<file path="src/design/psa_pkg.sv">
// Package for the priority scan arbiter: transfer payload types and fixed constants.
// No dependencies; every other design file refers to it by scoped names.
`timescale 1ns / 1ps

package psa_pkg;

	localparam int SLOT_W     = 6;
	localparam int PRIO_W     = 7;
	localparam int TICK_W     = 16;
	localparam int TIMES_W    = 16;
	localparam int CREATED_W  = 32;
	localparam int NICE_W     = 4;
	localparam int QUOT_STEPS = 4;
	localparam int STEP_W     = 2;
	localparam int DIVISOR_W  = TICK_W + 1;
	localparam int REM_W      = TICK_W + 4;

	localparam logic [PRIO_W-1:0] PRIO_MAX  = 7'd100;
	localparam logic [PRIO_W:0]   PRIO_BIAS = 8'd5;

	typedef struct packed {
		logic                 runnable;
		logic [PRIO_W-1:0]    static_priority;
		logic [TICK_W-1:0]    sleep_ticks;
		logic [TICK_W-1:0]    run_ticks;
		logic [TIMES_W-1:0]   times_scheduled;
		logic [CREATED_W-1:0] created_at;
		logic                 last_entry;
	} item_t;

	typedef struct packed {
		logic              found;
		logic [SLOT_W-1:0] winner_slot;
		logic [PRIO_W-1:0] winner_priority;
	} result_t;

	typedef struct packed {
		logic              load;
		logic              step;
		logic [STEP_W-1:0] step_idx;
		logic              update;
		logic              emit;
	} cmd_t;

	typedef struct packed {
		logic last;
	} status_t;

endpackage

</file>
<file path="src/design/priority_scan_arbiter_core.sv">
// Top level of the priority scan arbiter: joins controller and datapath.
// Depends on psa_pkg, psa_ctrl and psa_dp.
//
//   channel | direction | handshake              | payload
//   item    | in        | item_valid/item_stall  | psa_pkg::item_t
//   result  | out       | result_valid/result_stall | psa_pkg::result_t
//
// An entry runs four restoring divide steps and then one update step; a further entry
// can be taken in that update step unless the current one is the last.
// A last entry loads the result register in the emit state, held while stalled.
// arst_n clears the scan position, the best-entry flag and the output valid.
// A new entry is taken while a result waits for its transfer.
`timescale 1ns / 1ps

module priority_scan_arbiter_core #(
	parameter int MAX_SLOTS = 64
) (
	input  logic             clk,
	input  logic             arst_n,
	input  logic             item_valid,
	output logic             item_stall,
	input  psa_pkg::item_t   item,
	output logic             result_valid,
	input  logic             result_stall,
	output psa_pkg::result_t result
);

	psa_pkg::cmd_t    cmd;
	psa_pkg::status_t status;

	psa_ctrl u_ctrl (
		.clk          (clk),
		.arst_n       (arst_n),
		.item_valid   (item_valid),
		.item_stall   (item_stall),
		.result_valid (result_valid),
		.result_stall (result_stall),
		.status       (status),
		.cmd          (cmd)
	);

	psa_dp #(
		.MAX_SLOTS (MAX_SLOTS)
	) u_dp (
		.clk    (clk),
		.arst_n (arst_n),
		.cmd    (cmd),
		.item   (item),
		.status (status),
		.result (result)
	);

endmodule

</file>
<file path="src/design/psa_dp.sv">
// Datapath of the priority scan arbiter: entry registers, four-step niceness divider,
// dynamic priority, best-entry tracking and the result register. Depends on psa_pkg.
`timescale 1ns / 1ps

module psa_dp #(
	parameter int MAX_SLOTS = 64
) (
	input  logic             clk,
	input  logic             arst_n,
	input  psa_pkg::cmd_t    cmd,
	input  psa_pkg::item_t   item,
	output psa_pkg::status_t status,
	output psa_pkg::result_t result
);

	localparam int POS_W = $clog2(MAX_SLOTS + 1);
	localparam int EXT_W = POS_W + psa_pkg::SLOT_W;

	logic [POS_W-1:0]                pos_q;
	logic                            have_best_q;
	logic [psa_pkg::SLOT_W-1:0]      best_slot_q;
	logic [psa_pkg::PRIO_W-1:0]      best_prio_q;
	logic [psa_pkg::TIMES_W-1:0]     best_times_q;
	logic [psa_pkg::CREATED_W-1:0]   best_created_q;

	logic                            runnable_q;
	logic                            last_q;
	logic                            zero_q;
	logic [psa_pkg::PRIO_W-1:0]      sp_q;
	logic [psa_pkg::TIMES_W-1:0]     times_q;
	logic [psa_pkg::CREATED_W-1:0]   created_q;
	logic [psa_pkg::REM_W-1:0]       rem_q;
	logic [psa_pkg::DIVISOR_W-1:0]   div_q;
	logic [psa_pkg::NICE_W-1:0]      quot_q;
	psa_pkg::result_t                result_q;

	logic [psa_pkg::REM_W-1:0]       sleep_ext;
	logic [psa_pkg::REM_W-1:0]       sleep_x10;
	logic [psa_pkg::REM_W:0]         div_sh;
	logic                            sub_ok;
	logic [psa_pkg::PRIO_W-1:0]      sp_c;
	logic [psa_pkg::PRIO_W:0]        raw;
	logic [psa_pkg::PRIO_W:0]        nice;
	logic [psa_pkg::PRIO_W:0]        diff;
	logic [psa_pkg::PRIO_W-1:0]      dyn_prio;
	logic                            eligible;
	logic                            take;
	logic                            at_end;
	logic [EXT_W-1:0]                pos_ext;

	assign sleep_ext = psa_pkg::REM_W'(item.sleep_ticks);
	assign sleep_x10 = (sleep_ext << 3) + (sleep_ext << 1);
	assign div_sh    = (psa_pkg::REM_W+1)'(div_q) << cmd.step_idx;
	assign sub_ok    = ({1'b0, rem_q} >= div_sh);

	assign sp_c = (sp_q > psa_pkg::PRIO_MAX) ? psa_pkg::PRIO_MAX : sp_q;
	assign raw  = {1'b0, sp_c} + psa_pkg::PRIO_BIAS;
	assign nice = (psa_pkg::PRIO_W+1)'(quot_q);
	assign diff = raw - nice;

	always_comb begin
		priority if (zero_q) begin
			dyn_prio = sp_c;
		end else if (raw <= nice) begin
			dyn_prio = '0;
		end else if (diff > {1'b0, psa_pkg::PRIO_MAX}) begin
			dyn_prio = psa_pkg::PRIO_MAX;
		end else begin
			dyn_prio = diff[psa_pkg::PRIO_W-1:0];
		end
	end

	assign at_end   = (pos_q >= POS_W'(MAX_SLOTS));
	assign eligible = runnable_q && !at_end;
	assign pos_ext  = EXT_W'(pos_q);

	always_comb begin
		priority if (!have_best_q) begin
			take = 1'b1;
		end else if (dyn_prio != best_prio_q) begin
			take = dyn_prio < best_prio_q;
		end else if (times_q != best_times_q) begin
			take = times_q < best_times_q;
		end else begin
			take = created_q < best_created_q;
		end
	end

	always_ff @(posedge clk or negedge arst_n) begin
		if (!arst_n) begin
			pos_q       <= '0;
			have_best_q <= 1'b0;
		end else if (cmd.emit) begin
			pos_q       <= '0;
			have_best_q <= 1'b0;
		end else if (cmd.update) begin
			if (eligible && take) begin
				have_best_q <= 1'b1;
			end
			if (!at_end) begin
				pos_q <= pos_q + POS_W'(1);
			end
		end
	end

	always_ff @(posedge clk) begin
		if (cmd.load) begin
			runnable_q <= item.runnable;
			last_q     <= item.last_entry;
			sp_q       <= item.static_priority;
			times_q    <= item.times_scheduled;
			created_q  <= item.created_at;
			zero_q     <= (item.sleep_ticks == '0) && (item.run_ticks == '0);
			rem_q      <= sleep_x10;
			div_q      <= psa_pkg::DIVISOR_W'(item.sleep_ticks)
				+ psa_pkg::DIVISOR_W'(item.run_ticks);
			quot_q     <= '0;
		end else if (cmd.step) begin
			if (sub_ok) begin
				rem_q                <= rem_q - div_sh[psa_pkg::REM_W-1:0];
				quot_q[cmd.step_idx] <= 1'b1;
			end
		end
		if (cmd.update && eligible && take) begin
			best_slot_q    <= pos_ext[psa_pkg::SLOT_W-1:0];
			best_prio_q    <= dyn_prio;
			best_times_q   <= times_q;
			best_created_q <= created_q;
		end
		if (cmd.emit) begin
			if (have_best_q) begin
				result_q.found           <= 1'b1;
				result_q.winner_slot     <= best_slot_q;
				result_q.winner_priority <= best_prio_q;
			end else begin
				result_q <= '0;
			end
		end
	end

	assign status.last = last_q;
	assign result      = result_q;

endmodule

</file>
<file path="src/design/psa_ctrl.sv">
// Controller of the priority scan arbiter: sequencing state machine, transfer handshakes
// and datapath commands. Depends on psa_pkg.
`timescale 1ns / 1ps

module psa_ctrl (
	input  logic             clk,
	input  logic             arst_n,
	input  logic             item_valid,
	output logic             item_stall,
	output logic             result_valid,
	input  logic             result_stall,
	input  psa_pkg::status_t status,
	output psa_pkg::cmd_t    cmd
);

	typedef enum logic [1:0] {
		IDLE,
		DIV,
		UPD,
		EMIT
	} state_t;

	state_t                     state_q;
	logic [psa_pkg::STEP_W-1:0] step_q;
	logic                       result_valid_q;
	logic                       accept;
	logic                       out_free;

	assign out_free   = !result_valid_q || !result_stall;
	assign item_stall = !((state_q == IDLE) || ((state_q == UPD) && !status.last));
	assign accept     = item_valid && !item_stall;

	assign cmd.load     = accept;
	assign cmd.step     = (state_q == DIV);
	assign cmd.step_idx = step_q;
	assign cmd.update   = (state_q == UPD);
	assign cmd.emit     = (state_q == EMIT) && out_free;

	always_ff @(posedge clk or negedge arst_n) begin
		if (!arst_n) begin
			state_q        <= IDLE;
			step_q         <= '0;
			result_valid_q <= 1'b0;
		end else begin
			unique case (state_q)
				IDLE: begin
					if (accept) begin
						state_q <= DIV;
						step_q  <= psa_pkg::STEP_W'(psa_pkg::QUOT_STEPS - 1);
					end
				end
				DIV: begin
					if (step_q == '0) begin
						state_q <= UPD;
					end else begin
						step_q <= step_q - psa_pkg::STEP_W'(1);
					end
				end
				UPD: begin
					priority if (status.last) begin
						state_q <= EMIT;
					end else if (accept) begin
						state_q <= DIV;
						step_q  <= psa_pkg::STEP_W'(psa_pkg::QUOT_STEPS - 1);
					end else begin
						state_q <= IDLE;
					end
				end
				EMIT: begin
					if (out_free) begin
						state_q <= IDLE;
					end
				end
				default: begin
					state_q <= IDLE;
				end
			endcase
			if (cmd.emit) begin
				result_valid_q <= 1'b1;
			end else if (!result_stall) begin
				result_valid_q <= 1'b0;
			end
		end
	end

	assign result_valid = result_valid_q;

`ifndef SYNTHESIS
	a_accept_starts_div: assert property (@(posedge clk) disable iff (!arst_n)
		accept |=> (state_q == DIV)
			&& (step_q == psa_pkg::STEP_W'(psa_pkg::QUOT_STEPS - 1)))
		else $error("accepted transfer did not start the divider");
	a_div_ends_in_upd: assert property (@(posedge clk) disable iff (!arst_n)
		((state_q == DIV) && (step_q == '0)) |=> (state_q == UPD))
		else $error("divider did not hand over to update");
	a_emit_waits: assert property (@(posedge clk) disable iff (!arst_n)
		((state_q == EMIT) && !out_free) |=> ((state_q == EMIT) && result_valid_q))
		else $error("result overwritten while output held");
`endif

endmodule
</file>
<file path="config.mk">
export PLATFORM = sky130hd
export DESIGN_NAME = priority_scan_arbiter_core
export DESIGN_NICKNAME = d
export VERILOG_FILES = /design/src/design/psa_pkg.sv /design/src/design/priority_scan_arbiter_core.sv /design/src/design/psa_dp.sv /design/src/design/psa_ctrl.sv
export SDC_FILE = /design/constraint.sdc
export NUM_CORES = 1
export LEC_CHECK = 0
export ABC_CLOCK_PERIOD_IN_PS = 27400
export BUFFER_PORTS_ARGS = -buffer_cell sky130_fd_sc_hd__buf_2
export CORE_MARGIN = 3
export CORE_UTILIZATION = 50
export DETAILED_ROUTE_END_ITERATION = 7
export GPL_ROUTABILITY_DRIVEN = 0
export HOLD_SLACK_MARGIN = 0.1
export PLACE_DENSITY = 0.73
export SLEW_MARGIN = 0
export SYNTH_ARGS = -nofsm -noshare
export SYNTH_HDL_FRONTEND = slang
export SYNTH_SLANG_ARGS = --single-unit
</file>
<file path="constraint.sdc">
create_clock -name clk -period 27.4 [get_ports clk]
set_input_delay 4.11 -clock clk [delete_from_list [all_inputs] [get_ports clk]]
set_output_delay 4.11 -clock clk [all_outputs]
set_load 0.01 [all_outputs]
</file>
Word-level counts from Yosys, hierarchy flattened. Index checks and enable logic that the tools add are counted.

Multiplexer cells: 31. Multiply operators: 0. Add/sub/neg operators: 7. Reductions and logical operators: 31. Div/mod/pow operators: 0. Bitwise logic cells: 1. $lt $le $gt $ge: 10. Equal/unequal tests: 12. Shift operators: 1.

Operators by type and width (number): 20-bit 2-to-1 mux (3); 7-bit 2-to-1 mux (7); 16-bit zero test (2); 32-bit less-than comparator (1); 20-bit by 21-bit greater-or-equal comparator with 1-bit output (1); 17-bit by 2-bit left shift with 21-bit output (1); 19-bit by 17-bit adder with 20-bit output (1); 20-bit subtractor (1); 16-bit by 16-bit adder with 17-bit output (1); 16-bit less-than comparator (1); 16-bit inequality test (1); 14-bit 2-to-1 mux (1); 2-bit 2-to-1 mux (7); 1-bit 2-to-1 mux (10); 1-bit logical AND (9); 7-bit by 3-bit adder with 8-bit output (second input constant) (1); 8-bit by 7-bit > comparator with 1-bit output (second input constant) (1); 8-bit by 4-bit <= comparator with 1-bit output (1); 2-bit by 1-bit inequality test with 1-bit output (second input constant) (4); 2-bit one-hot mux with 4 select lines (1); 2-bit AND reduction (4); 2-bit nonzero test (4); 8-bit by 4-bit subtractor with 8-bit output (1); 7-bit by 1-bit adder with 7-bit output (second input constant) (1); other kinds (18) (28).

Input port bits: 93. Register bits after elaboration: 187. Memories kept: 0. Bits in writable memories: 0. ROM bits: 0. Bits in latches: 0. Output and inout port bits: 16.

Longest topological paths before layout. Gate-level depths: netlist of the first run.

Depth after elaboration: 15. Gate-level depth with buffers: 22.

Cells and area by module. A second synthesis of the first run with hierarchy kept.

Cells, all modules: 930. Area, all modules: 10822.9 µm².

Modules (own cells, without submodules): psa_dp (times used 1, area an instance 10535.1 µm², cells an instance 900, sequential area each 5385.2 µm²); psa_ctrl (times used 1, area an instance 287.8 µm², cells an instance 30, sequential area each 125.1 µm²).

Worst setup path after synthesis of the first run. No wires, ideal clock.

Path kind: register -> register. Start: reg u_dp.sp_q[6] (netlist bit). End: reg u_dp.best_created_q[0] (netlist bit) (enable). Data arrival time: 8.444 ns. Clock period less this slack: 9.008 ns. Required time: 26.836 ns. Setup slack: 18.392 ns. Stages on the path, launching flop included: 22. Setup time: 0.564 ns. Cells stage by stage: edfxtp_1 > and2_1 > a21boi_0 > nor2b_1 > ha_1 > xor2_1 > ha_1 > o21ai_0 > a21boi_1 > nor3_1 > or3b_2 > o211a_1 > nand2_2 > o21ai_0 > ha_1 > nand3_1 > nor3_1 > and3_1 > nand2_1 > a311oi_1 > o21ai_0 > o21ai_0.

Cells in the longest elaborated chain, start to end: 12. Elaborated cells between the ends (all ways): 14. Those cells by class: 2 x add/sub; 4 x order compare; 1 x eq/ne; 6 x mux; 1 x reduce/logical.

RTL lines: start, declared (RTL line psa_dp.sv:29) `logic [psa_pkg::PRIO_W-1:0] sp_q;`; start signal, assigned (RTL line psa_dp.sv:110) `sp_q <= item.static_priority;`; 7-bit > comparator (RTL line psa_dp.sv:56) `assign sp_c = (sp_q > psa_pkg::PRIO_MAX) ? psa_pkg::PRIO_MAX : sp_q;`; 7-bit 2-to-1 mux * (RTL line psa_dp.sv:56); 7-bit by 3-bit adder with 8-bit output (RTL line psa_dp.sv:57) `assign raw = {1'b0, sp_c} + psa_pkg::PRIO_BIAS;`; 8-bit by 4-bit subtractor with 8-bit output (RTL line psa_dp.sv:59) `assign diff = raw - nice;`; 8-bit by 7-bit > comparator with 1-bit output (RTL line psa_dp.sv:66) `end else if (diff > {1'b0, psa_pkg::PRIO_MAX}) begin`; 7-bit 2-to-1 mux (RTL line psa_dp.sv:66); 7-bit 2-to-1 mux (RTL line psa_dp.sv:64) `end else if (raw <= nice) begin`; 7-bit 2-to-1 mux * (RTL line psa_dp.sv:62) `priority if (zero_q) begin`; named net u_dp.dyn_prio (one bit) (RTL line psa_dp.sv:45) `logic [psa_pkg::PRIO_W-1:0] dyn_prio;`; 7-bit less-than comparator or 7-bit inequality test (tied branches) (RTL line psa_dp.sv:81, psa_dp.sv:80); 1-bit 2-to-1 mux * (RTL line psa_dp.sv:80) `end else if (dyn_prio != best_prio_q) begin`; 1-bit 2-to-1 mux * (RTL line psa_dp.sv:78) `priority if (!have_best_q) begin`; 1-bit logical AND * (RTL line psa_dp.sv:124) `if (cmd.update && eligible && take) begin`; end signal, assigned (RTL line psa_dp.sv:128) `best_created_q <= created_q;`; end, declared (RTL line psa_dp.sv:24) `logic [psa_pkg::CREATED_W-1:0] best_created_q;`.

Mark *: on every way through the listed nets, which the timed path passes. The rest lies on a longest branch. A chain may end at the register's enable or synchronous reset.

Final worst setup path of the first run.
Start: reg u_dp.sp_q[6] (netlist bit). End: reg u_dp.best_created_q[16] (netlist bit) (enable).

The elaborated chain is that of the path after synthesis.

==> results.sh, run 1 <==
export IMPL_status="complete, no violations"
export IMPL_synth_edf_count=170
export IMPL_crit_buf_inv=1
export IMPL_synthDistinctLibCells=65
export IMPL_die_h_um=153.0
export IMPL_numCtsBuffers=17
export IMPL_vdd_ir_drop_worst_v=0.00004953
export IMPL_max_slew_margin_rel_pct=28.19
export IMPL_p_comb_share_pct=43.5
export IMPL_clockBufferDepth=2
export IMPL_clock_skew_ns=0.007858
export IMPL_syn_to_final_growth_pct=13.81
export IMPL_hpwl_um=15840
export IMPL_portBuffers=108
export IMPL_synthCells=950
export IMPL_ctsHoldBuffers=0
export IMPL_powerDensity_mw_per_mm2=101.3
export IMPL_synth_top_area_share_pct=47.26
export IMPL_grt_setup_unrepaired="false"
export IMPL_yosys_top_cells_area="edfxtp_1 (47%), ha_1 (13%), a21oi_1 (3.6%), inv_1 (3.3%), dfrtp_1 (3.0%)"
export IMPL_drt_first_pass_iters=5
export IMPL_fill_cells=1758
export IMPL_total_power_uw=1246
export IMPL_drtIter0Drc=509
export IMPL_timing_critical_path_arrival_ns=6.72
export IMPL_fp_coreArea_mm2=0.02115
export IMPL_synth_seq_area_share_pct=51.01
export IMPL_die_area_mm2=0.02341
export IMPL_fin_cells=1356
export IMPL_rr_worst_depth=22
export IMPL_tns_ns=0
export IMPL_sw_frac_of_total_pct=37.38
export IMPL_hold_viol_final=0
export IMPL_cp_top_family="compound AO/OA/AOI/OAI gates"
export IMPL_vias_per_cell=5.444
export IMPL_grt_pass1_wl_um=35740
export IMPL_cts_resized=0
export IMPL_yosys_area_top_type="edfxtp_1"
export IMPL_synthArstFlopShare_pct=6.952
export IMPL_clkTransAtPathRegs_ns=0.07
export IMPL_holdCritStartpoint="u_dp.created_q[0]$_DFFE_PP_"
export IMPL_fmax_ghz=0.1507
export IMPL_r2r_start="u_dp.sp_q[6]$_DFFE_PP_"
export IMPL_clk_latency_ns=0.43
export IMPL_yosysWarnings=0
export IMPL_first_global_vias=7375
export IMPL_finalNetCount=1279
export IMPL_tightest_slew_ns=1.077
export IMPL_dp_cells=1324
export IMPL_wl_um=21330
export IMPL_diodes=0
export IMPL_initial_core_util_pct=51.07
export IMPL_worstPathRequired_ns=27.48
export IMPL_grt_ovfl_total=0
export IMPL_clock_sinks=187
export IMPL_antenna_found_initial=1
export IMPL_slew_viol_final=0
export IMPL_drcViolationCount=0
export IMPL_track_usage_pct=18.70
export IMPL_syn_avg_cell_area_um2=11.37
export IMPL_wl_per_cell_um=15.73
export IMPL_htreeDepth=4
export IMPL_floorplan_rows=53
export IMPL_syn_area_mm2=0.01080
export IMPL_finalCriticalPeriod_ns=6.636
export IMPL_layout_drive_gt1_share_pct=16.74
export IMPL_whs_endpoint="u_dp.best_created_q[0]$_DFFE_PP_"
export IMPL_die_w_um=153.0
export IMPL_cpPeakStageDelay_ns=0.80
export IMPL_pwr_share_seq_pct=36.2
export IMPL_start_kind="flip-flop"
export IMPL_syn_nets=1161
export IMPL_setup_viol=0
export IMPL_pwr_share_clk_pct=20.3
export IMPL_crit_chain="and2_1, a21boi_0, nor2b_1, ha_1, ha_1, nor2b_1, o21ai_0, a21boi_1, nor3_1, or3b_2, o211a_1, nand2_2, o21ai_0, ha_1, nand3_1, nor3_1, and3_1, nand2_1, a311oi_1, o21ai_0, o21ai_4, buf_4"
export IMPL_hold_path_cell_count=0
export IMPL_r2r_slack_ns=20.76
export IMPL_synth_most_common_cell="edfxtp_1"
export IMPL_cts_tree="built"
export IMPL_synth_flop_cell="edfxtp_1"
export IMPL_r2r_end="u_dp.best_created_q[16]$_DFFE_PP_"
export IMPL_num_io_pins=109
export IMPL_cts_setup_buffers=0
export IMPL_p_leak_uw=0.005173
export IMPL_vias=7382
export IMPL_cp_max_fo=31
export IMPL_synth_commonest_cells="edfxtp_1 (170), ha_1 (114), inv_1 (96), a21oi_1 (78), nor2_1 (71)"
export IMPL_hold_class="flip-flop to flip-flop"
export IMPL_period_share_pct=24.22
export IMPL_antenna_left=0
export IMPL_ctsRootBufferMaster="clkbuf_16"
export IMPL_intPower_uw=780.2
export IMPL_synth_seq_cells=187
export IMPL_net_switching_power_uw=465.8
export IMPL_timing_setup_critical_path_class="flip-flop to flip-flop"
export IMPL_grt_max_degree=63
export IMPL_max_cap_viol_count=0
export IMPL_endpoint_kind="flip-flop"
export IMPL_slowest_stage="o21ai_4"
==> metrics by stage <==
| stage | worst slack (ns) | hold WS (ns) | instance area, µm² | util (%) |
|---|---|---|---|---|
| 6_report | 20.76 | 0.4556 | 12290 | 58.12 |
| 5_1_grt | 20.02 | 0.4672 | 12290 | 58.12 |
| 4_1_cts | 20.74 | 0.4590 | 12290 | 58.12 |
| 3_5_place_dp | 20.52 | 0.4419 | 11680 | 55.21 |
| 3_3_place_gp | 20.55 | 0.4308 | 11680 | 55.21 |
| 2_1_floorplan | 18.39 | 0.4168 | 10800 | - |
==> cell type report <==
type | count | area (µm²) | share of cell area [%]
sequential | 187 | 5510 | 44.82
multi-input combinational | 655 | 4902 | 39.87
timing repair buffer | 110 | 555.5 | 4.519
clock buffer | 20 | 456.7 | 3.715
inverter | 97 | 366.6 | 2.982
tap | 275 | 344.1 | 2.799
clock inverter | 12 | 158.9 | 1.292
==> cells in the final DEF (no fill, tap or decap), drive strengths merged, types with 4 or more instances in the layout <==
cell type  synthesis  layout
nand4             14      14
mux2i              6       6
nand2b            17      17
and2              10      10
mux4               9       9
inv               97     100
xor2              23      23
edfxtp           170     170
a2111oi            4       4
o21a              12      12
ha               114     114
or3                4       4
dfrtp             13      13
xnor2             26      26
nor2b             22      22
a21oi             81      81
nor3              10      10
and3               6       6
o31ai              7       7
nand3             14      14
clkinv             0       4
dfxtp              4       4
a31oi              8       8
o21bai             4       4
or2                8       8
fa                 4       4
nand2             52      52
nor4              10      10
a21o              23      23
o21ai             53      53
buf                2     110
clkbuf             9      20
nor2              72      72
a211oi             6       6
==> state kept, by name, indices dropped and copies added, names as in the netlist <==
signal / cells
u_dp.have_best_q: 1
u_dp.pos_q: 7
u_dp.div_q: 17
u_dp.best_created_q: 32
u_ctrl.state_q: 2
u_dp.quot_q: 4
u_dp.best_slot_q: 6
u_dp.created_q: 32
u_ctrl.result_valid: 1
u_dp.best_prio_q: 7
u_dp.zero_q: 1
u_dp.times_q: 16
u_dp.status: 1
u_dp.sp_q: 7
u_ctrl.step_q: 2
u_dp.best_times_q: 16
u_dp.result: 14
u_dp.rem_q: 20
u_dp.runnable_q: 1
==> how the worst max path moves through the flow <==
| stage | start | to | slack (ns) | depth (start not counted) |
|---|---|---|---|---|
| 3_5_place_dp | item_valid | u_dp.rem_q[2]$_DFFE_PP_ | 20.52 | 5 |
| 3_3_place_gp | item_valid | u_dp.rem_q[2]$_DFFE_PP_ | 20.55 | 5 |
| 5_1_grt | u_dp.sp_q[6]$_DFFE_PP_ | u_dp.best_created_q[16]$_DFFE_PP_ | 20.02 | 22 |
| 4_1_cts | u_dp.sp_q[6]$_DFFE_PP_ | u_dp.best_created_q[16]$_DFFE_PP_ | 20.74 | 22 |
| 6_report | u_dp.sp_q[6]$_DFFE_PP_ | u_dp.best_created_q[16]$_DFFE_PP_ | 20.76 | 22 |
| 2_1_floorplan | u_dp.sp_q[6]$_DFFE_PP_ | u_dp.best_created_q[0]$_DFFE_PP_ | 18.39 | 21 |
==> power groups by stage <==
stage | sequential (µW) | combinational (µW) | clock, µW
global placement | 455 | 526 | 0
detailed placement | 457 | 533 | 0
finish | 451 | 542 | 253
floorplan | 439 | 429 | 0
global route | 459 | 615 | 270
CTS | 451 | 541 | 258
==> cells by family (layout without fill, tap and decap cells) <==
logic type | Yosys count | count (layout) | synth area share (%)
buf+inv | 108 | 239 | 3.753
simple gates | 246 | 246 | 11.44
mux | 18 | 18 | 2.745
flops | 187 | 187 | 51.01
xor+xnor | 49 | 49 | 3.973
compound gates | 224 | 224 | 13.13
fa+ha+maj | 118 | 118 | 13.94
==> worst register-to-register path: cells and delay by family (launching register included) <==
| kind | cells | cell delay [ns] |
|---|---|---|
| compound gates | 8 | 2.49 |
| simple gates | 10 | 1.89 |
| fa+ha+maj | 3 | 0.95 |
| buf+inv | 1 | 0.52 |
| flops | 1 | 0.43 |
==> metal layers <==
layer  vias to the layer above  global-route usage [%]  wire length, µm
li1                       3732                       -                -
met1                      3441                   25.86             9912
met4                         2                   4.540              224
met5                         -                       0               12
met3                        18                   3.398              975
met2                       189                   30.96            10210
No activity file was read; power rests on OpenSTA's default activity.
==> inputs of run 2 (changes only) <==
- ABC_AREA: not set -> 1
- ABC_CLOCK_PERIOD_IN_PS: 27400 -> 6900
- clock period: 27.4 -> 6.9 ns (I/O delays scaled with it)
==> results.sh, run 2 <==
export IMPL_tightest_slew_ns=0.8912
export IMPL_yosys_area_top_type="edfxtp_1"
export IMPL_synthDistinctLibCells=46
export IMPL_cts_resized=0
export IMPL_total_power_uw=5135
export IMPL_synth_flop_cell="edfxtp_1"
export IMPL_synthCells=1111
export IMPL_ctsRootBufferMaster="clkbuf_16"
export IMPL_grt_ovfl_total=0
export IMPL_hold_viol_final=0
export IMPL_max_cap_viol_count=0
export IMPL_r2r_slack_ns=1.54
export IMPL_grtUsageMet3_pct=2.492
export IMPL_clk_latency_ns=0.42
export IMPL_rr_worst_depth=31
export IMPL_timing_setup_critical_path_class="flip-flop to flip-flop"
export IMPL_fmax_ghz=0.1867
export IMPL_syn_nets=1322
export IMPL_portBuffers=108
export IMPL_vdd_ir_drop_worst_v=0.0001621
export IMPL_p_leak_uw=0.005486
export IMPL_floorplan_rows=53
export IMPL_cp_max_fo=42
export IMPL_whs_endpoint="u_dp.best_created_q[0]$_DFFE_PP_"
export IMPL_hold_class="flip-flop to flip-flop"
export IMPL_track_usage_pct=19.33
export IMPL_busiest_layer="met2"
export IMPL_muxShareOfSynthArea_pct=0.09246
export IMPL_setup_viol=0
export IMPL_initial_core_util_pct=51.17
export IMPL_powerDensity_mw_per_mm2=418.4
export IMPL_synth_xor_area_share_pct=2.254
export IMPL_die_w_um=153.1
export IMPL_clock_sinks=187
export IMPL_slowest_stage="inv_2"
export IMPL_synthArstFlopShare_pct=6.952
export IMPL_holdCritStartpoint="u_dp.created_q[0]$_DFFE_PP_"
export IMPL_wl_um=22400
export IMPL_cpPeakStageDelay_ns=0.65
export IMPL_vias_per_cell=5.371
export IMPL_synth_commonest_cells="nand2_1 (209), edfxtp_1 (170), inv_1 (152), a21oi_1 (114), ha_1 (114)"
export IMPL_dp_slack_ns=1.586
export IMPL_slew_viol_final=0
export IMPL_synth_top_family_by_area="simple AND/OR/NAND/NOR gates"
export IMPL_max_slew_margin_rel_pct=40.50
export IMPL_grt_pass1_wl_um=37400
export IMPL_synth_edf_count=170
export IMPL_die_area_mm2=0.02345
export IMPL_clock_skew_ns=0.01118
export IMPL_status="complete, no violations"
export IMPL_antenna_left=0
export IMPL_drcViolationCount=0
export IMPL_hold_path_cell_count=0
export IMPL_drtIter0Drc=429
export IMPL_worstPathRequired_ns=7.00
export IMPL_layout_drive_gt1_share_pct=13.44
export IMPL_period_share_pct=77.62
export IMPL_clockBufferDepth=2
export IMPL_drt_first_pass_iters=5
export IMPL_hpwl_um=16900
export IMPL_syn_avg_cell_area_um2=9.744
export IMPL_final_cell_mix="nand2_1 (209), edfxtp_1 (170), inv_1 (151)"
export IMPL_largestRegisters="u_dp.best_created_q: 32 flops, u_dp.created_q: 32 flops, u_dp.rem_q: 20 flops"
export IMPL_pwr_share_seq_pct=35.6
export IMPL_endpoint_kind="flip-flop"
export IMPL_timing_critical_path_arrival_ns=5.45
export IMPL_design_area_mm2=0.01227
export IMPL_synth_compound_area_share_pct=12.60
export IMPL_syn_area_mm2=0.01083
export IMPL_cts_setup_buffers=0
export IMPL_first_global_vias=7984
export IMPL_synth_seq_cells=187
export IMPL_num_io_pins=109
export IMPL_vias=8158
export IMPL_ctsHoldBuffers=0
export IMPL_clkTransAtPathRegs_ns=0.07
export IMPL_intPower_uw=3059
export IMPL_synth_seq_area_share_pct=50.90
export IMPL_tns_ns=0
export IMPL_r2r_start="u_dp.sp_q[0]$_DFFE_PP_"
export IMPL_grt_max_degree=44
export IMPL_net_switching_power_uw=2076
export IMPL_finalNetCount=1441
export IMPL_pwr_share_clk_pct=18.5
export IMPL_met1_usage_pct=24.63
export IMPL_r2r_end="u_dp.best_created_q[6]$_DFFE_PP_"
export IMPL_synth_simple_area_share_pct=14.45
export IMPL_synth_most_common_cell="nand2_1"
export IMPL_numCtsBuffers=17
export IMPL_grt_setup_unrepaired="false"
export IMPL_placedInstanceArea_mm2=0.01169
export IMPL_yosys_top_cells_area="edfxtp_1 (47%), ha_1 (13%), nand2_1 (7.2%), a21oi_1 (5.3%), inv_1 (5.3%)"
export IMPL_cts_tree="built"
export IMPL_syn_to_final_growth_pct=13.36
export IMPL_die_h_um=153.1
export IMPL_yosysWarnings=0
export IMPL_sw_frac_of_total_pct=40.42
export IMPL_fin_cells=1519
export IMPL_wl_per_cell_um=14.75
export IMPL_worst_slack_ns=1.544
export IMPL_synthAdderAreaFrac_pct=13.92
export IMPL_synth_top_area_share_pct=47.16
export IMPL_start_kind="flip-flop"
export IMPL_gr_usage_met2_pct=33.57
export IMPL_final_common_cell="nand2_1"
export IMPL_htreeDepth=4
export IMPL_finalCriticalPeriod_ns=5.356
export IMPL_antenna_found_initial=0
export IMPL_cpMostUsedCell="nand2_1"
export IMPL_p_comb_share_pct=45.9
export IMPL_dp_cells=1486
export IMPL_fp_coreArea_mm2=0.02115
[run 2: cell types whose count changed after synthesis, sizes merged, moves of 25 or more]
cell	previous run	this run
nand2	52	216
a21oi	81	116
inv	97	153
o21ai	53	95
nor2	72	47
nand3	14	47
[run 2: worst max-delay path by stage]
stage | to | slack [ns] | startpoint | cells after the start
3_5_place_dp | u_dp.best_created_q[11]$_DFFE_PP_ | 1.59 | u_dp.sp_q[0]$_DFFE_PP_ | 31
6_report | u_dp.best_created_q[6]$_DFFE_PP_ | 1.54 | u_dp.sp_q[0]$_DFFE_PP_ | 31
4_1_cts | u_dp.best_created_q[20]$_DFFE_PP_ | 1.57 | u_dp.sp_q[0]$_DFFE_PP_ | 31
2_1_floorplan | u_dp.best_created_q[0]$_DFFE_PP_ | 1.91 | u_dp.sp_q[4]$_DFFE_PP_ | 30
5_1_grt | u_dp.best_created_q[21]$_DFFE_PP_ | 0.89 | u_dp.sp_q[0]$_DFFE_PP_ | 31
3_3_place_gp | u_dp.best_created_q[10]$_DFFE_PP_ | 1.75 | u_dp.sp_q[4]$_DFFE_PP_ | 31
[run 2: logic make-up after synthesis]
| family | Yosys count |
|---|---|
| AND/OR/NAND/NOR | 362 |
| XOR/XNOR | 27 |
| adder cells (fa/ha/maj) | 118 |
| flip-flops | 187 |
| multiplexers | 1 |
| AO/OA/AOI/OAI | 249 |
| buffers and inverters | 167 |
[run 2: layout make-up]
cell class                 count  area [µm²]
clock inverter                10       102.6
multi-input combinational    757        4688
inverter                     156       586.8
tap                          275       344.1
sequential                   187        5510
fill                        1761        8882
timing repair buffer         111       563.0
clock buffer                  22       474.2
antenna                        1       2.502
[run 2: power groups by stage]
stage | Combinational [µW] | Sequential, µW | Clock, µW
6_report | 2360 | 1830 | 951
4_1_cts | 2360 | 1830 | 972
2_1_floorplan | 1810 | 1800 | 0
3_5_place_dp | 2340 | 1850 | 0
5_1_grt | 2710 | 1860 | 1030
3_3_place_gp | 2270 | 1840 | 0
[run 2: per-stage QoR]
step	util (%)	hold slack [ns]
final	58.01	0.4534
after global routing	58.00	0.4505
after CTS	58.00	0.4525
after detailed placement	55.27	0.4433
after global placement	55.27	0.4326
after floorplan	-	0.4208
[run 2: worst max-delay path: cells and delay by family, from the launching register on]
family | cells | cell delay [ns]
simple gates | 15 | 1.35
buf+inv | 5 | 1.24
compound gates | 6 | 0.87
fa+ha+maj | 3 | 0.87
flops | 1 | 0.42
xor+xnor | 2 | 0.26
[run 2: routing by layer]
layer | share of wire, % | routed length (µm)
met2 | 49 | 10990
met5 | 0 | 0
met4 | 2.8 | 629
met1 | 44 | 9941
met3 | 3.8 | 843
